$ cat config.mk
export PLATFORM = sky130hd
export DESIGN_NAME = pca_ram
export DESIGN_NICKNAME = d
export VERILOG_FILES = /design/src/rtl/pca_ram.sv
export SDC_FILE = /design/constraint.sdc
export NUM_CORES = 2
export LEC_CHECK = 0
export BUFFER_PORTS_ARGS = -buffer_cell sky130_fd_sc_hd__buf_2
export CORE_UTILIZATION = 45
export DETAILED_ROUTE_END_ITERATION = 12
export PLACE_DENSITY = 0.58
export SYNTH_ARGS = -nofsm -noshare
export SYNTH_HDL_FRONTEND = slang
export SYNTH_SLANG_ARGS = --single-unit
$ cat constraint.sdc
create_clock -name clk -period 2.29 [get_ports clk]
set_input_delay 0.1145 -clock clk [delete_from_list [all_inputs] [get_ports clk]]
set_output_delay 0.1145 -clock clk [all_outputs]
set_load 0.01 [all_outputs]
$ cat src/rtl/pca_ram.sv
// ----------------------------------------------------------------------------
// pca_ram
// Generic single-port RAM with registered read data and read enable.
// ----------------------------------------------------------------------------
module pca_ram #(
  parameter int WIDTH = 8,
  parameter int DEPTH = 256
) (
  input  logic                     clk,
  input  logic                     we,
  input  logic                     re,
  input  logic [$clog2(DEPTH)-1:0] addr,
  input  logic [WIDTH-1:0]         wdata,
  output logic [WIDTH-1:0]         rdata
);

  logic [WIDTH-1:0] mem [DEPTH];

  // Write port
  always_ff @(posedge clk) begin
    if (we) begin
      mem[addr] <= wdata;
    end
  end

  // Registered read, held while re is low
  always_ff @(posedge clk) begin
    if (re) begin
      rdata <= mem[addr];
    end
  end

endmodule

## After elaboration in Yosys (flattened, before gate mapping)

Memories as Yosys holds them, arrays and structs flattened. A register that Yosys moved wholly into a read port is not among the register bits.
Index checks and enable logic that the tools add are counted.

| storage, ports and cells | value |
|---|---|
| bits in read-only memories | 0 |
| input port bits | 19 |
| logic and storage cells | 3 |
| memories kept | 1 |
| output and inout port bits | 8 |
| RAM bits | 2,048 |
| latch bits | 0 |
| register bits after elaboration | 0 |

Memories:

| memory | depth | width | rd ports | clocked after Yosys merged registers in | wr ports | RTL line | source |
|---|---|---|---|---|---|---|---|
| mem | 256 | 8 | 1 | 1 | 1 | 17 | `logic [WIDTH-1:0] mem [DEPTH];` |

| operators by class | value |
|---|---|
| $mul | 0 |
| equal/unequal tests | 0 |
| div/mod/pow operators | 0 |
| $add $sub $neg | 0 |
| shifts and indexed selects | 0 |
| order comparisons | 0 |
| mux-type cells | 2 |
| bitwise gates (word level) | 0 |
| reduce and logical (&&, ||, !) cells | 0 |

Operators by type and width:

| kind | count |
|---|---|
| 1-bit 2-to-1 mux | 2 |

## Logic depth before layout (Yosys ltp)

| logic depth | value |
|---|---|
| depth after elaboration | 2 |
| mapped depth | 10 |
| mapped depth without buffers | 5 |

## Worst setup path after synthesis

No wires, ideal clock.

| timing | value |
|---|---|
| kind | input to register |
| start point | input port addr[1] |
| end point | memory mem[111][0], enable pin |
| arrival | 1.963 ns |
| slack | -0.043 ns |
| stages on the path | 9 |
| required time | 1.920 ns |
| setup time | 0.370 ns |
| path buffers | 5 |
| path through | buf_2 > clkbuf_1 > clkbuf_1 > nand2_1 > buf_2 > nor2_1 > nand2_1 > clkbuf_1 > nor2_1 |

RTL lines:

| element | RTL line | source |
|---|---|---|
| start, declared | 12 | `input logic [$clog2(DEPTH)-1:0] addr,` |
| end, declared | 17 |  |

Straight into the memory's write port.

==> out/results.ini <==
[place]
gp_congestion = 0.854
placed_area_sq_um = 87000
place_inst = 6322
dp_hpwl_mm = 126
io_buffers = 26
dp_slack_ns = -1.30

[drt]
viasPerCell = 5.85
first_pass_iters = 5
wirelength_mm = 197
ant_nets = 0
drc = 0
vias = 39200
wl_per_cell_um = 29.5
drt-initial-drc-count = 4441

[die]
core_sq_um = 172000
die_h_um = 420
initial_core_util_pct = 45.6
die_w_um = 420
die-area_sq_um = 176000
rows = 152
ios = 27

[finish]
num-nets-final = 4247
layout-drive-gt1-share_pct = 37.0
mostFrequentLayoutCell = edfxtp_1
n_fill_cell = 13000
fin_cells = 6699
areaGrowthSynthToFinish_pct = 19.8
final_cell_mix = edfxtp_1 (2056), buf_4 (568), mux4_2 (512)
design_area_sq_um = 94200

[synthesis]
synth_area_sq_um = 78600
synth.distinct_cells = 21
ys_ff_latch = 2056
syn_inst = 3547
ys_seq_area_share_pct = 78.6
syn_area_per_cell_sq_um = 22.2
synth_warnings = 0
syn_nets = 3566

[timing]
fmax_mhz = 429
hold_ws_ns = 0.123
max_slew_margin_pct = 46.3
setup_viol = 1
setup_slack_ns = -0.0395
hold_violations = 0
slew_violations = 0
fin_crit_ns = 2.33
finalClockSkew_ns = 0.0369
worstMarginPinSlew_ns = 0.803
finalSetupTns_ns = -0.0395
fin_crit_sh_pct = 102
rsz0062_at_grt = yes

[global_route]
grt_pass1_vias = 39900
grt-ovfl-total = 0
grtUsageTotal_pct = 22.7
grt_pass1_wl_mm = 286
grt_max_degree = 112
grt_antenna_before_repair = 4

[clock_network]
cts_tree = done
cts_made_buffers = 202
cts_buffer_depth = 3
htreeDepth = 4
cts.sinks = 2056
root_buffer = clkbuf_16
worstSkewPairLatency_ns = 0.84
clk_pin_slew_worst_paths_ns = 0.06

[status]
violations = negative setup slack
status = finished, violations left

[critical_path]
r2r_end = rdata[6]$_DFFE_PP_
cp_data_required_time_ns = 2.87
critPathCaptureType = flop
rrSetupSlack_ns = -0.04
crit_type = reg -> reg
r2r_start = mem[56][6]$_DFFE_PP_
slowest_stage = o41ai_4
critPathLaunchType = flop
worstPathArrival_ns = 2.91
crit_chain = mux4_2 -> a22oi_1 -> a21oi_4 -> o41ai_4 -> buf_4 -> nand4_1
critPathMaxFanout = 1
rr_worst_depth = 6
max_stage_delay_ns = 0.54

[power_and_ir_drop]
power_density_nw_per_um2 = 822
p_leak_nw = 30.0
peakVddDrop_v = 0.000765

[min_path]
min_path_type = in -> reg
worstHoldStart = we
min_path_cells = 5
min_to = mem[135][0]$_DFFE_PP_

[job]
cap_violations = 0

==> cell type report <==
type                    instances  area (sq um)  share of cell area (%)
diodes                          1          2.50                 0.00266
clock buffers                 245          5280                    5.61
clock inverters               119           953                    1.01
inverters                       1          3.75                 0.00399
multi-input cells            1258         16600                    17.7
flip-flops and latches       2056         61700                    65.6
well taps                    2310          2890                    3.07
repair buffers                709          6670                    7.08
==> routing by layer <==
layer / track usage (%) / routed length (um)
met1: 33.4 / 84700
met2: 35.6 / 94800
met3: 3.08 / 12400
met4: 6.85 / 5450
met5: 0 / 0
==> registers in the layout, indices dropped and copies added, names as in the netlist <==
| register | count |
|---|---|
| rdata | 8 |
| mem | 2048 |
==> synthesized netlist by cell type <==
master       n  area, sq um
edfxtp_1  2056        61700
mux4_2     512        11500
a22oi_1    256         1920
nor2_1     232          871
clkbuf_1   145          544
a21oi_1    128          641
buf_2       36          180
o41ai_1     32          280
nor3_1      30          150
nand2_1     28          105
buf_1       19         71.3
buf_4       16          120
buf_6       16          180
nand3_1     13         65.1
nand4_1      8         50.1
nor2b_1      7         43.8
nand2b_1     6         37.5
and2_1       3         18.8
or2_2        2         12.5
inv_1        1         3.75
or3_1        1         6.26
==> cell families (layout without fill, tap and decap cells) <==
logic type	Yosys count	in the layout	synth area share [%]
buffers and inverters	233	1074	1.40
AND/OR/NAND/NOR	330	330	1.73
other	0	1	0
flip-flops	2056	2056	78.6
multiplexers	512	512	14.7
AO/OA/AOI/OAI	416	416	3.62
==> what timing repair did <==
item / CTS / global route
endpoints found under the hold margin: 1459 / 0
endpoints found under the setup margin: 8 / 8
gates resized for setup: 70 / 71
hold buffers: 12 / 0
buffers inserted: 0 / 0
pin swaps: 21 / 21
==> how the worst max path moves through the flow <==
stage | start | endpoint | depth (start not counted) | slack [ns]
after floorplan | addr[1] | mem[111][0]$_DFFE_PP_ | 9 | -0.04
after global placement | addr[0] | rdata[6]$_DFFE_PP_ | 10 | -1.34
after detailed placement | addr[0] | rdata[6]$_DFFE_PP_ | 8 | -1.30
after CTS | mem[60][6]$_DFFE_PP_ | rdata[6]$_DFFE_PP_ | 7 | -0.06
after global routing | mem[204][3]$_DFFE_PP_ | rdata[3]$_DFFE_PP_ | 6 | -0.07
final | mem[56][6]$_DFFE_PP_ | rdata[6]$_DFFE_PP_ | 6 | -0.04
==> report_power, final <==
group	switching (mW)	total, mW	leakage (nW)	internal (mW)
combinational	2.50	4.22	8.46	1.72
sequential	0.0430	41.5	18.5	41.5
clock	14.0	31.6	3.05	17.6
==> per-stage QoR <==
stage / utilization [%] / total power [mW]
final: 54.6 / 77.4
after global placement: 50.4 / 46.4
after floorplan: - / 44.2
after CTS: 54.4 / 77.9
after global routing: 54.6 / 79.5
after detailed placement: 50.4 / 46.4
==> critical path: cells and delay by family (launching register included) <==
family / cells / cell delay (ns)
buffers and inverters: 1 / 0.19
flip-flops: 1 / 0.37
multiplexers: 1 / 0.46
AO/OA/AOI/OAI: 3 / 0.98
AND/OR/NAND/NOR: 1 / 0.08
No activity file was read; power rests on OpenSTA's default activity.
