[src/rtl/pca_pkg.sv]
// ----------------------------------------------------------------------------
// pca_pkg
// Shared types, constants and helpers for the pixel channel adjust block.
// ----------------------------------------------------------------------------
package pca_pkg;

  // Pixel geometry
  localparam int NUM_CH      = 3;            // red, green, blue
  localparam int BYTE_W      = 8;
  localparam int PIX_W       = 32;
  localparam int CH_W        = 2;

  // Look-up tables
  localparam int LUT_DEPTH   = 256;
  localparam int LUT_ADDR_W  = $clog2(LUT_DEPTH);

  // Brightness and contrast arithmetic
  localparam int BV_W            = 9;        // signed brightness value
  localparam int GAIN_W          = 16;       // unsigned gain
  localparam int GAIN_FRAC_BITS  = 12;
  localparam int DIFF_W          = BYTE_W + 1;
  localparam int PROD_W          = DIFF_W + GAIN_W + 1;
  localparam int QUOT_W          = PROD_W - GAIN_FRAC_BITS;

  // Configuration port
  localparam int CFG_IDX_W   = 3;
  localparam int CFG_DATA_W  = 48;

  // Register indexes
  localparam logic [CFG_IDX_W-1:0] REG_STAGE_ENABLES     = 3'd0;
  localparam logic [CFG_IDX_W-1:0] REG_KEEP_CHANNEL      = 3'd1;
  localparam logic [CFG_IDX_W-1:0] REG_BRIGHTNESS_MASK   = 3'd2;
  localparam logic [CFG_IDX_W-1:0] REG_BRIGHTNESS_MODE   = 3'd3;
  localparam logic [CFG_IDX_W-1:0] REG_BRIGHTNESS_VALUES = 3'd4;
  localparam logic [CFG_IDX_W-1:0] REG_CONTRAST_GAINS    = 3'd5;
  localparam logic [CFG_IDX_W-1:0] REG_GREY_LEVEL        = 3'd6;

  // Stage enable bits
  localparam int EN_LUT    = 0;
  localparam int EN_BRIGHT = 1;
  localparam int EN_CONTR  = 2;
  localparam int EN_KEEP   = 3;

  // Brightness mask bit for alpha
  localparam int MASK_ALPHA = 3;

  // Brightness modes
  localparam logic [1:0] BMODE_NONE = 2'd0;
  localparam logic [1:0] BMODE_ABS  = 2'd1;
  localparam logic [1:0] BMODE_REL  = 2'd2;

  // Opcodes
  localparam logic OP_PIXEL     = 1'b0;
  localparam logic OP_LUT_WRITE = 1'b1;

  // Register reset values
  localparam logic [NUM_CH*GAIN_W-1:0] GAINS_RESET = 48'h1000_1000_1000;
  localparam logic [BYTE_W-1:0]        GREY_RESET  = 8'd128;

  typedef struct packed {
    logic [3:0]             stage_enables;
    logic [CH_W-1:0]        keep_channel;
    logic [3:0]             brightness_mask;
    logic [1:0]             brightness_mode;
    logic [4*BV_W-1:0]      brightness_values;
    logic [NUM_CH*GAIN_W-1:0] contrast_gains;
    logic [BYTE_W-1:0]      grey_level;
  } cfg_t;

  typedef struct packed {
    logic [BYTE_W-1:0]             alpha;
    logic [NUM_CH-1:0][BYTE_W-1:0] col;   // index 0 red, 1 green, 2 blue
    logic                          eof;
  } pix_t;

  // Color channels that take part in the adjustment stages
  function automatic logic [NUM_CH-1:0] active_mask(input cfg_t c);
    logic [NUM_CH-1:0] m;
    for (int ch = 0; ch < NUM_CH; ch++) begin
      m[ch] = !c.stage_enables[EN_KEEP] || (c.keep_channel == CH_W'(ch));
    end
    return m;
  endfunction

endpackage

[src/rtl/pca_bright.sv]
// ----------------------------------------------------------------------------
// pca_bright
// Pipeline stage: select LUT-mapped colors, then apply brightness.
// ----------------------------------------------------------------------------
module pca_bright (
  input  logic                                    clk,
  input  logic                                    rst,
  input  pca_pkg::cfg_t                           cfg,
  input  logic                                    up_valid,
  output logic                                    up_ready,
  input  pca_pkg::pix_t                           up_item,
  input  logic [pca_pkg::NUM_CH-1:0][pca_pkg::BYTE_W-1:0] lut_q,
  output logic                                    dn_valid,
  input  logic                                    dn_ready,
  output pca_pkg::pix_t                           dn_item
);
  import pca_pkg::*;

  logic              valid;
  logic              en;
  pix_t              item_next;
  logic [NUM_CH-1:0] active;
  logic              bright_on;

  // Apply one brightness value to a byte
  function automatic logic [BYTE_W-1:0] bright(input logic [BYTE_W-1:0] c,
                                               input logic [BV_W-1:0] v,
                                               input logic [1:0] mode);
    logic signed [BV_W:0] sum;
    logic [BYTE_W-1:0]    res;
    sum = $signed({2'b00, c}) + $signed({v[BV_W-1], v});
    if (mode == BMODE_ABS) begin
      res = v[BYTE_W-1:0];
    end else if (sum < 0) begin
      res = '0;
    end else if (sum > $signed((BV_W+1)'(255))) begin
      res = '1;
    end else begin
      res = sum[BYTE_W-1:0];
    end
    return res;
  endfunction

  assign en       = !valid || dn_ready;
  assign up_ready = en;
  assign dn_valid = valid;

  assign active    = active_mask(cfg);
  assign bright_on = cfg.stage_enables[EN_BRIGHT] &&
                     (cfg.brightness_mode == BMODE_ABS || cfg.brightness_mode == BMODE_REL);

  // Map and brighten each channel
  always_comb begin
    item_next = up_item;
    for (int ch = 0; ch < NUM_CH; ch++) begin
      if (cfg.stage_enables[EN_LUT] && active[ch]) begin
        item_next.col[ch] = lut_q[ch];
      end
      if (bright_on && active[ch] && cfg.brightness_mask[ch]) begin
        item_next.col[ch] = bright(item_next.col[ch], cfg.brightness_values[BV_W*ch +: BV_W],
                                   cfg.brightness_mode);
      end
    end
    if (bright_on && cfg.brightness_mask[MASK_ALPHA]) begin
      item_next.alpha = bright(up_item.alpha, cfg.brightness_values[BV_W*NUM_CH +: BV_W],
                               cfg.brightness_mode);
    end
  end

  // Advance the valid bit
  always_ff @(posedge clk) begin
    if (rst) begin
      valid <= 1'b0;
    end else if (en) begin
      valid <= up_valid;
    end
  end

  // Hold the payload while stalled
  always_ff @(posedge clk) begin
    if (en) begin
      dn_item <= item_next;
    end
  end

endmodule

[config.mk]
export PLATFORM = sky130hd
export DESIGN_NAME = pca_bright
export DESIGN_NICKNAME = d
export VERILOG_FILES = /design/src/rtl/pca_pkg.sv /design/src/rtl/pca_bright.sv
export SDC_FILE = /design/constraint.sdc
export NUM_CORES = 1
export LEC_CHECK = 0
export BUFFER_PORTS_ARGS = -buffer_cell sky130_fd_sc_hd__buf_4
export CAP_MARGIN = 25
export CORE_MARGIN = 5
export CORE_UTILIZATION = 50
export DETAILED_ROUTE_END_ITERATION = 7
export HOLD_SLACK_MARGIN = 0.05
export PLACE_DENSITY = 0.95
export SLEW_MARGIN = 20
export SYNTH_ARGS = -nofsm -noshare
export SYNTH_HDL_FRONTEND = slang
export SYNTH_SLANG_ARGS = --single-unit
[constraint.sdc]
create_clock -name clk -period 4.7 [get_ports clk]
set_input_delay 0.47 -clock clk [delete_from_list [all_inputs] [get_ports clk]]
set_output_delay 0.47 -clock clk [all_outputs]
set_load 0.01 [all_outputs]
# == After elaboration in Yosys (flattened, before gate mapping) ==
# Index checks and enable logic that the tools add are counted.
# totals
word_cells,60
mem_count,0
output_inout_bits,35
ff_bits,34
romBits,0
latchBits,0
ram_bits,0
# classes
n_mux,19
order_cmp,8
reduce_logical,19
multipliers,0
n_addsub,4
n_eq_ne,4
bitwise_logic,0
shifts,0
div_mod_pow,0
# ops
operator,count
8-bit two-way mux,19
9-bit by 9-bit adder with 10-bit output,4
10-bit by 9-bit greater-than comparator with 1-bit output (second input constant),4
10-bit by 1-bit less-than comparator with 1-bit output (second input constant),4
1-bit logical AND,11
1-bit logical OR,5
2-bit by 1-bit == test with 1-bit output (second input constant),2
2-bit == test (second input constant),2
1-bit logical NOT,2
2-bit logical NOT,1

# == Logic depth before layout (Yosys ltp) ==
# depth
word_depth,10
depth_mapped,11
mapped_depth_nobuf,11

# == Least setup slack after synthesis ==
# No wires, ideal clock.
# synth_path
kind,input -> register
from,in cfg[99] (netlist bit)
to,reg dn_item[12] (netlist bit) (data pin)
setup_time_ps,158
n_path_buf,0
path_stages,11
setup_slack_ps,1354
t_arrival_ps,3188
cell_sequence,nand2b_4 a21boi_2 mux2_2 ha_1 fa_1 a211oi_1 o211ai_2 a31oi_2 mux2i_2 nor2_1 o211ai_1
# synth_lines
item,line_no,rtl
"start, declared",pca_bright.sv:8,"input pca_pkg::cfg_t cfg,"
"end signal, assigned",pca_bright.sv:82,dn_item <= item_next;
"end, declared",pca_bright.sv:15,output pca_pkg::pix_t dn_item

==> results by group <==
Run status
  • Result of the run: completed

Cells and area
  • Layout area overhead: 34.4%
  • Nets@finish: 739
  • Proportion of layout cells with a drive suffix above 1: 0.393
  • Number of fill cells: 568
  • Number of diodes added for antenna fixing: 0

Placed design
  • Post-DP HPWL: 8680 um
  • Number of I/O port buffers: 142
  • Weighted congestion reported at the end of routability-driven placement: 0.881

Yosys
  • Sequential element share of the synthesized area: 0.277
  • Most used flip-flop cell after synthesis: edfxtp_1
  • Most repeated cell in the gate-level netlist after synthesis: nor2_1
  • Async set-reset flop share out of synthesis: 0
  • Largest cells by area after synthesis: edfxtp_1 27%, ha_1 12%, mux2_2 7.4%
  • Ys Warns: 0
  • Post-Syn Area: 0.00365 mm^2
  • Number of nets in the synthesized netlist: 594
  • Cell variety after synth: 46
  • Synth cell count leaders: 42 x nor2_1, 39 x a21oi_1, 36 x ha_1, 33 x edfxtp_1, 27 x nand2_1
  • Number of synthesized register bits: 34
  • Number of enable-type register cells in the synthesized netlist: 33
  • Mean post-synth cell area: 9.38 um^2
  • Cell taking the most area after synthesis: edfxtp_1
  • Portion of synthesized cell area occupied by the leading cell type: 0.272
  • Cells after synthesis: 389

Global route
  • Overall overflow remaining after global route: 0
  • First-pass GRT wire length: 16,800 um
  • Via count of the first global-routing pass: 3,777
  • Initial antenna violation count: 0
  • Total GRT Usage: 0.230
  • Maximum number of pins on one net before global-route repair: 36

Floorplanning
  • Top-level port count: 200
  • Starting density of the core: 0.509
  • Area enclosed by the die boundary: 0.00911 mm^2
  • Die extent in y: 95.4 um
  • Area of the core: 0.00718 mm^2
  • Overall die width: 95.4 um
  • Site row count: 31

Clocking
  • Clock Path Buffers: 2
  • Hold buffers post-CTS: 0
  • Clock buffer count from CTS: 5
  • Number of instances resized during post-cts repair: 0
  • Cell chosen for the clock root: clkbuf_8
  • Clk_lat worst skew: 280 ps
  • TritonCTS clock tree: built
  • Clock slew at the register clock pins of the worst setup and hold paths: 70 ps
  • Sinks on Clock Net: 34
  • Number of buffers added for setup after CTS: 0
  • Htree depth: 2

Power and ir drop
  • Post-layout power: 1.14 mW
  • Power per Cell Area: 232 mW/mm^2
  • Worst ir drop on vdd: 88.3 uV
  • Leakage Power: 2.21 nW

STA
  • Number of hold violations in the final report: 0
  • Max_slew headroom: 0.526
  • Least-Margin Pin Slew: 711 ps
  • Sum of negative setup slack: 0 ps
  • Setup repair after global routing missed its margin: false
  • Timing-limited maximum frequency: 281 MHz
  • Count of endpoints failing setup in the final report: 0
  • Minimum clock period after layout: 3560 ps
  • Maximum clock skew at final layout: 1.23 ps
  • Final-report max-slew violation count: 0
  • Final period util: 0.757

Drt
  • Number of DRC violations after detailed-routing iteration 0: 90
  • Via density: 5.86
  • Routed wire length per instance: 16.9 um
  • DR pass1 iterations: 6
  • Routed Wire Length: 10,700 um
  • Remaining DRCs: 0
  • Via count of the routed design: 3,710
  • Post-route antenna net violation count: 0

Setup path
  • Top cell by count, worst path: buf_4
  • Sort of element at the end of the critical path: flip-flop
  • Critical Setup Path Class: in -> reg
  • Required time worst endpoint: 4810 ps
  • Critical Path Start Type: input port
  • Critical Path Start: cfg[99]
  • Worst EP arrival: 3670 ps
  • Buffers & Inverters on Critical Path: 2
  • Biggest cell delay along the critical path: 490 ps
  • Worst path cell trace: buf_4, nand2b_4, a21boi_2, buf_4, mux2_2, ha_1, fa_1, a211oi_1, o211ai_2, a31oi_2, mux2i_2, nor2_1, o211ai_1
  • Slowest stage cell on the critical path: mux2i_2
  • Logic depth of the worst path, buffers included: 13
  • CP Max Fanout: 8
  • Worst Reg-to-Reg Cells: 2
  • Worst path top cell family by delay: compound AO/OA/AOI/OAI gates
  • R2r startpoint: dn_valid

Flow run
  • Number of violations of the max-capacitance limit: 0

Min path
  • Startpoint of the most critical hold path: rst
  • Worst Hold Path Cells: 2
  • Class of the tightest hold or removal check: in -> reg
[metrics by stage]
stage | worst slack [ps] | cells | util | instance area (um^2) | hold WS [ps]
2_1_floorplan | 1350 | 389 | - | 3650 | 539
3_3_place_gp | 1010 | 626 | 0.673 | 4830 | 628
3_5_place_dp | 870 | 626 | 0.673 | 4830 | 630
4_1_cts | 1140 | 633 | 0.683 | 4900 | 335
5_1_grt | 943 | 633 | 0.683 | 4900 | 338
6_report | 1140 | 633 | 0.683 | 4900 | 338
[final timing paths]
check	end	slack, ps
max	dn_item[13]	1140
min	dn_valid	340
max reg2reg	dn_item[27]	3530
min reg2reg	dn_item[11]	930
[sequential cells by signal (all words and copies together) (netlist names)]
signal	flops
dn_valid	1
dn_item	33
[placed cells by master, fill, tap and decap left out, types with 2 or more instances in the layout]
cell type    n
xnor2_1     17
inv_1        5
o21ai_1      6
o21ai_0     17
a21oi_1     39
edfxtp_1    33
o22ai_1      8
clkbuf_8     5
fa_1         4
o211ai_2    10
o221ai_1     2
nand2b_4     2
a21oi_4      2
a211o_1      3
a21o_1       9
mux2i_2      3
a21boi_2     2
nand2b_1     4
o211ai_1    16
or3_1        2
ha_1        36
and3_1       7
nand2_2      2
clkbuf_1     2
and3_2       3
nor2_1      42
a31oi_1      7
a211oi_1     9
nand3_1     17
xor2_1       9
mux2_2      24
buf_4      146
nand2_1     27
[layout make-up]
class                      count  area, um^2  share of cell area
sequential                    34        1010               0.206
multi-input combinational    340        2570               0.524
tap                           99         124              0.0253
timing repair buffer         146        1100               0.224
clock buffer                   7        76.3              0.0156
inverter                       7        28.8             0.00587
[metal layers]
layer,share of wire,GRT usage,vias to the layer above,routed length (um)
met4,0.020,0.0865,0,213
met2,0.53,0.438,180,5650
li1,-,-,1784,-
met5,0,0,-,0
met3,0.071,0.0347,25,759
met1,0.38,0.254,1721,4080
[cell families after synthesis]
| group | count (synthesis) | synth area share |
|---|---|---|
| DFF | 34 | 0.277 |
| muxes | 27 | 0.0854 |
| adders and majority gates | 40 | 0.145 |
| xor gates and xnor gates | 26 | 0.0624 |
| and+or+nand+nor | 110 | 0.145 |
| AOI/OAI and AO/OA | 137 | 0.265 |
| buffers and inverters | 15 | 0.0202 |
[where the power goes]
part | internal (mW) | switching [mW] | leakage [nW] | total [mW]
clock network | 0.102 | 0.101 | 0.0383 | 0.203
logic | 0.268 | 0.282 | 1.82 | 0.550
registers | 0.375 | 0.0107 | 0.352 | 0.386
Power figures use the tool's default switching activity.
