File: config.mk
export PLATFORM = sky130hd
export DESIGN_NAME = pca_contrast
export DESIGN_NICKNAME = d
export VERILOG_FILES = /design/src/rtl/pca_pkg.sv /design/src/rtl/pca_contrast.sv
export SDC_FILE = /design/constraint.sdc
export NUM_CORES = 1
export LEC_CHECK = 0
export BUFFER_PORTS_ARGS = -buffer_cell sky130_fd_sc_hd__buf_4
export CAP_MARGIN = 20
export CORE_MARGIN = 4
export CORE_UTILIZATION = 35
export CTS_CLUSTER_DIAMETER = 60
export CTS_CLUSTER_SIZE = 12
export DETAILED_ROUTE_END_ITERATION = 8
export HOLD_SLACK_MARGIN = 0.15
export SLEW_MARGIN = 5
export SYNTH_ARGS = -nofsm -noshare
export SYNTH_HDL_FRONTEND = slang
export SYNTH_SLANG_ARGS = --single-unit
File: constraint.sdc
create_clock -name clk -period 7.3 [get_ports clk]
set_input_delay 1.095 -clock clk [delete_from_list [all_inputs] [get_ports clk]]
set_output_delay 1.095 -clock clk [all_outputs]
set_load 0.02 [all_outputs]
File: src/rtl/pca_pkg.sv
// ----------------------------------------------------------------------------
// pca_pkg
// Shared types, constants and helpers for the pixel channel adjust block.
// ----------------------------------------------------------------------------
package pca_pkg;

  // Pixel geometry
  localparam int NUM_CH      = 3;            // red, green, blue
  localparam int BYTE_W      = 8;
  localparam int PIX_W       = 32;
  localparam int CH_W        = 2;

  // Look-up tables
  localparam int LUT_DEPTH   = 256;
  localparam int LUT_ADDR_W  = $clog2(LUT_DEPTH);

  // Brightness and contrast arithmetic
  localparam int BV_W            = 9;        // signed brightness value
  localparam int GAIN_W          = 16;       // unsigned gain
  localparam int GAIN_FRAC_BITS  = 12;
  localparam int DIFF_W          = BYTE_W + 1;
  localparam int PROD_W          = DIFF_W + GAIN_W + 1;
  localparam int QUOT_W          = PROD_W - GAIN_FRAC_BITS;

  // Configuration port
  localparam int CFG_IDX_W   = 3;
  localparam int CFG_DATA_W  = 48;

  // Register indexes
  localparam logic [CFG_IDX_W-1:0] REG_STAGE_ENABLES     = 3'd0;
  localparam logic [CFG_IDX_W-1:0] REG_KEEP_CHANNEL      = 3'd1;
  localparam logic [CFG_IDX_W-1:0] REG_BRIGHTNESS_MASK   = 3'd2;
  localparam logic [CFG_IDX_W-1:0] REG_BRIGHTNESS_MODE   = 3'd3;
  localparam logic [CFG_IDX_W-1:0] REG_BRIGHTNESS_VALUES = 3'd4;
  localparam logic [CFG_IDX_W-1:0] REG_CONTRAST_GAINS    = 3'd5;
  localparam logic [CFG_IDX_W-1:0] REG_GREY_LEVEL        = 3'd6;

  // Stage enable bits
  localparam int EN_LUT    = 0;
  localparam int EN_BRIGHT = 1;
  localparam int EN_CONTR  = 2;
  localparam int EN_KEEP   = 3;

  // Brightness mask bit for alpha
  localparam int MASK_ALPHA = 3;

  // Brightness modes
  localparam logic [1:0] BMODE_NONE = 2'd0;
  localparam logic [1:0] BMODE_ABS  = 2'd1;
  localparam logic [1:0] BMODE_REL  = 2'd2;

  // Opcodes
  localparam logic OP_PIXEL     = 1'b0;
  localparam logic OP_LUT_WRITE = 1'b1;

  // Register reset values
  localparam logic [NUM_CH*GAIN_W-1:0] GAINS_RESET = 48'h1000_1000_1000;
  localparam logic [BYTE_W-1:0]        GREY_RESET  = 8'd128;

  typedef struct packed {
    logic [3:0]             stage_enables;
    logic [CH_W-1:0]        keep_channel;
    logic [3:0]             brightness_mask;
    logic [1:0]             brightness_mode;
    logic [4*BV_W-1:0]      brightness_values;
    logic [NUM_CH*GAIN_W-1:0] contrast_gains;
    logic [BYTE_W-1:0]      grey_level;
  } cfg_t;

  typedef struct packed {
    logic [BYTE_W-1:0]             alpha;
    logic [NUM_CH-1:0][BYTE_W-1:0] col;   // index 0 red, 1 green, 2 blue
    logic                          eof;
  } pix_t;

  // Color channels that take part in the adjustment stages
  function automatic logic [NUM_CH-1:0] active_mask(input cfg_t c);
    logic [NUM_CH-1:0] m;
    for (int ch = 0; ch < NUM_CH; ch++) begin
      m[ch] = !c.stage_enables[EN_KEEP] || (c.keep_channel == CH_W'(ch));
    end
    return m;
  endfunction

endpackage

File: src/rtl/pca_contrast.sv
// ----------------------------------------------------------------------------
// pca_contrast
// Two pipeline stages: contrast product, then floor, pivot, clamp and keep.
// ----------------------------------------------------------------------------
module pca_contrast (
  input  logic          clk,
  input  logic          rst,
  input  pca_pkg::cfg_t cfg,
  input  logic          up_valid,
  output logic          up_ready,
  input  pca_pkg::pix_t up_item,
  output logic          out_valid,
  input  logic          out_ready,
  output pca_pkg::pix_t out_item
);
  import pca_pkg::*;

  logic                     prod_valid;
  logic                     prod_en;
  logic                     out_en;
  pix_t                     prod_item;
  logic [NUM_CH-1:0]        apply;
  logic [NUM_CH-1:0]        apply_next;
  logic signed [PROD_W-1:0] prod      [NUM_CH];
  logic signed [PROD_W-1:0] prod_next [NUM_CH];
  pix_t                     out_next;
  logic [NUM_CH-1:0]        active;

  assign out_en    = !out_valid || out_ready;
  assign prod_en   = !prod_valid || out_en;
  assign up_ready  = prod_en;
  assign active    = active_mask(cfg);

  // Multiply the offset from grey by each channel gain
  always_comb begin
    for (int ch = 0; ch < NUM_CH; ch++) begin
      logic signed [DIFF_W-1:0] diff;
      diff = $signed({1'b0, up_item.col[ch]}) - $signed({1'b0, cfg.grey_level});
      prod_next[ch]  = PROD_W'(diff) *
                       PROD_W'($signed({1'b0, cfg.contrast_gains[GAIN_W*ch +: GAIN_W]}));
      apply_next[ch] = cfg.stage_enables[EN_CONTR] && active[ch];
    end
  end

  // Floor, add the pivot back, clamp, then zero the colors not kept
  always_comb begin
    out_next = prod_item;
    for (int ch = 0; ch < NUM_CH; ch++) begin
      logic signed [QUOT_W-1:0] quot;
      logic signed [QUOT_W:0]   sum;
      quot = QUOT_W'(prod[ch] >>> GAIN_FRAC_BITS);
      sum  = $signed({quot[QUOT_W-1], quot}) +
             $signed({{(QUOT_W+1-BYTE_W){1'b0}}, cfg.grey_level});
      if (apply[ch]) begin
        if (sum < 0) begin
          out_next.col[ch] = '0;
        end else if (sum > $signed((QUOT_W+1)'(255))) begin
          out_next.col[ch] = '1;
        end else begin
          out_next.col[ch] = sum[BYTE_W-1:0];
        end
      end
      if (cfg.stage_enables[EN_KEEP] && cfg.keep_channel < CH_W'(NUM_CH) &&
          cfg.keep_channel != CH_W'(ch)) begin
        out_next.col[ch] = '0;
      end
    end
  end

  // Advance the valid bits
  always_ff @(posedge clk) begin
    if (rst) begin
      prod_valid <= 1'b0;
      out_valid  <= 1'b0;
    end else begin
      if (prod_en) begin
        prod_valid <= up_valid;
      end
      if (out_en) begin
        out_valid <= prod_valid;
      end
    end
  end

  // Product stage payload
  always_ff @(posedge clk) begin
    if (prod_en) begin
      prod_item <= up_item;
      apply     <= apply_next;
      for (int ch = 0; ch < NUM_CH; ch++) begin
        prod[ch] <= prod_next[ch];
      end
    end
  end

  // Output register payload
  always_ff @(posedge clk) begin
    if (out_en) begin
      out_item <= out_next;
    end
  end

endmodule
After elaboration in Yosys (flattened, before gate mapping)
Memory sizes are Yosys's and may differ from the RTL's.
Cells that the tools add are included.
{"block": "totals", "ram_bits": 78, "input_bits": 141, "n_memories": 1, "reg_bits": 71, "word_cells": 62, "out_inout_bits": 35}
{"memory": "prod", "words": 3, "word_bits": 26, "read_ports": 3, "rd_ports_with_merged_regs": 0, "wr": 3, "line": "pca_contrast.sv:24", "source": "logic signed [PROD_W-1:0] prod [NUM_CH];"}
{"block": "op_classes", "n_reduce_logical": 17, "multipliers": 3, "n_addsub": 6, "n_eq_ne": 4, "n_lt_le_gt_ge": 7, "n_mux": 11}
{"cell": "multiplier 9 x 17 -> 26 bit", "count": 3}
{"cell": "2-to-1 mux 8 bit", "count": 9}
{"cell": "adder 14 x 9 -> 15 bit", "count": 3}
{"cell": "greater-than comparator 15 x 9 -> 1 bit (second input constant)", "count": 3}
{"cell": "less-than comparator 15 x 1 -> 1 bit (second input constant)", "count": 3}
{"cell": "subtractor 8 x 8 -> 9 bit", "count": 3}
{"cell": "logical AND 1 bit", "count": 7}
{"cell": "logical OR 1 bit", "count": 5}
{"cell": "logical NOT 1 bit", "count": 3}
{"cell": "equality test 2 x 1 -> 1 bit (second input constant)", "count": 1}
{"cell": "equality test 2 bit (second input constant)", "count": 1}
{"cell": "logical NOT 2 bit", "count": 1}
{"cell": "less-than comparator 2 bit (second input constant)", "count": 1}
{"cell": "2-to-1 mux 1 bit", "count": 2}
{"cell": "inequality test 2 x 1 -> 1 bit (second input constant)", "count": 1}
{"cell": "inequality test 2 bit (second input constant)", "count": 1}
{"cell": "nonzero test 2 bit", "count": 1}

Longest topological paths before layout
{"block": "logic_depth", "ltp_word": 5, "depth_mapped": 30, "mapped_depth_nobuf": 29}

Worst setup path before layout
Ideal clock, no wire load.
{"block": "synth_timing", "path_type": "input-to-reg", "start": "input port up_item[9] (netlist name)", "end": "memory prod[0][51] (netlist name), data pin", "path_stages": 29, "setup_time_ns": 0.260, "n_path_buf": 1, "path_slack_ns": -0.127, "arrival_ns": 7.167, "required_ns": 7.040, "path_cell_list": "inv_1 ha_1 fa_1 nor2b_1 o21ai_1 a21boi_1 o21ai_1 nand2_1 nor2_1 nor2_1 clkbuf_1 nand2_1 fa_1 fa_1 inv_1 fa_1 fa_1 inv_1 fa_1 inv_1 ha_1 nand4bb_1 or4_4 a211oi_4 o311ai_2 o211ai_2 a31o_2 a21oi_1 xnor2_1"}
{"element": "start: declaration", "line": "pca_contrast.sv:11", "source": "input pca_pkg::pix_t up_item,"}
{"element": "end: declaration", "line": "pca_contrast.sv:24"}

==> results.ini <==
[global_routing]
grt_pass1_wl_mm=77.8
grt_max_degree=70
grt_pass1_vias=15300
grt_use_total_pct=16.3
grt_overflow=0
antenna_found_initial=7

[placement]
dp_hpwl_mm=39.5
placed_cells=2815
globalplace.congestion=0.857
post-place-ws_ns=-0.596
io_buffer_count=131

[setup_path]
critPathCaptureType=flip-flop
start_kind=primary input
required_ns=7.47
crit_arrival_ns=7.36
path_class=in2reg
cp_max_fo=3
r2r_cells=10

[synthesis]
synth-edff-count=111
ys_seq_area_share_pct=17.7
synth_cell_types=64
syn_area_um2=19100
ys_seq_elements=113
syn-num-nets=2570
avgSynthCellArea_um2=10.1
syn_inst=1886
synth_ff_type=edfxtp_1
async_flop_share_pct=0
yosysWarnings=0

[detailed_routing]
drc_errors=0
viasPerCell=4.93
antenna_left=0
wl_per_cell_um=16.4
via_count=14100
drt_iter0_drc=601
routed_wl_mm=47.0
dr.pass1.iters=5

[floorplan]
dieArea_um2=58400
ioPinCount=176
coreArea_um2=53900
die_w_um=242
die_y_um=242
rows=85
start_util_pct=35.4

[finish]
final_common_cell=fa_1
area_growth_pct=19.6
nFillCells=5159
multi_input_area_um2=14700
layout_common_cells=fa_1, inv_1, buf_4, ha_1, and2_1
fin_nets=2829
drive_above_1_share_pct=17.7
ff_latch_area_um2=3370
final_core_util_pct=42.4
stdcell_count=2859

[sta]
whs_ns=0.418
layout_setup_ws_ns=0.107
maxSlewHeadroom_pct=39.2
clock_skew_ns=0.00959
grt_setup_unrepaired=yes
tightestPinTransition_ns=0.912
hold_violations=0
slew_violations=0
fmaxAchievable_mhz=139
finalCritPeriodShare_pct=98.5
setup_violations=0
min_period_ns=7.19

[status]
status=finished, final reports clean

[min_path]
hp-class=reg2reg
min_path_cells=0

[clock_tree]
root_buffer=clkbuf_16
cts_made_buffers=17
htreeDepth=4
path_clk_slew_ns=0.06
clock-sinks=113
cts_tree=built
clk_latency_ns=0.42
cts_buffer_depth=2
holdBufCountCts=0

[job]
cap_violations=0

-- critical path: stages --
cell and delay, ns:
buf_4 0.10, inv_4 0.05, ha_1 0.33, nor2b_1 0.14
o21ai_1 0.16, a21boi_1 0.11, o21ai_1 0.19, a21boi_1 0.12
o21ai_1 0.13, nand2b_1 0.09, or2_4 0.24, fa_1 0.47
fa_1 0.49, inv_1 0.05, fa_1 0.46, fa_1 0.50
inv_1 0.05, fa_1 0.51, inv_2 0.05, ha_4 0.26
nand4bb_1 0.11, or4_4 0.54, a211oi_4 0.33, o311ai_4 0.16
o211ai_2 0.21, a31o_2 0.20, a21oi_1 0.08, xnor2_1 0.12
-- state kept, by name (all words and copies together), names as in the netlist --
name        cells
out_item       33
prod_item      24
out_valid       1
apply           3
out_next        9
prod           42
prod_valid      1
-- kinds of logic after synthesis --
| kind of cell | synth area share [%] |
|---|---|
| fa+ha+maj | 47.4 |
| buf+inv | 6.41 |
| mux | 0.210 |
| flops | 17.7 |
| simple gates | 18.1 |
| xor+xnor | 2.61 |
| compound gates | 7.62 |
-- cell usage after synthesis, drive strengths merged (4+ instances only) --
| master | instances | share of area, % |
|---|---|---|
| nor2b | 14 | 0.46 |
| a21o | 27 | 1.1 |
| a211oi | 15 | 0.68 |
| a221o | 17 | 0.89 |
| and2 | 169 | 5.5 |
| nor3 | 14 | 0.37 |
| or3b | 12 | 0.55 |
| o21a | 8 | 0.31 |
| inv | 290 | 5.7 |
| or3 | 7 | 0.23 |
| a21oi | 41 | 1.1 |
| nand4 | 7 | 0.23 |
| o21ai | 41 | 1.1 |
| fa | 300 | 31 |
| or2 | 14 | 0.46 |
| nor3b | 41 | 1.6 |
| xnor2 | 35 | 1.6 |
| mux2i | 4 | 0.21 |
| o21bai | 9 | 0.35 |
| nor2 | 126 | 2.5 |
| nand2 | 118 | 2.3 |
| o211ai | 4 | 0.18 |
| nand2b | 92 | 3.0 |
| edfxtp | 111 | 17 |
| ha | 243 | 16 |
| xor2 | 22 | 1.0 |
| o31ai | 4 | 0.18 |
| or4 | 4 | 0.18 |
| nand3 | 10 | 0.26 |
| clkbuf | 35 | 0.69 |
| a21boi | 19 | 0.77 |
-- path summary, 6_finish.rpt --
kind | to | slack [ns] | start
worst max-delay path | prod[0][51]$_DFFE_PP_ | 0.11 | cfg[2]
worst min-delay path | out_item[30]$_DFFE_PP_ | 0.42 | out_next[30]$_DFFE_PP_
worst max register to register | out_item[4]$_SDFFCE_PP0P_ | 3.89 | prod[0][12]$_DFFE_PP_
worst min register to register | out_item[30]$_DFFE_PP_ | 0.42 | out_next[30]$_DFFE_PP_
-- routing by layer --
metal | share of wire, % | track usage, % | up-vias
li1 | - | - | 6675
met3 | 5.0 | 2.85 | 53
met2 | 49 | 28.5 | 273
met4 | 2.0 | 3.93 | 4
met5 | 0.045 | 0 | -
met1 | 44 | 21.3 | 7081
-- metrics by stage --
| step | area (um2) | setup TNS (ns) |
|---|---|---|
| after detailed placement | 21900 | -12.91 |
| after global routing | 22800 | -0.525 |
| after global placement | 21900 | -10.18 |
| after CTS | 22500 | 0 |
| after floorplan | 19100 | 0 |
| final | 22800 | 0 |
-- what timing repair did --
action                                  CTS  global route
pin swaps                                 6            44
gates resized for setup                   6            64
buffers inserted                          1             6
endpoints found under the setup margin   14            33
-- final cells by class --
cell class                 count  share of cell area, %
sequential                   113                   14.8
clock inverter                15                  0.855
timing repair buffer         276                   9.27
inverter                     290                   4.82
antenna                        5                 0.0548
clock buffer                  17                   1.86
tap                          696                   3.81
multi-input combinational   1447                   64.6
Power is left out: the tool's default activity adds up to more than one toggle a clock period on the data nets, which glitch-free logic cannot reach.
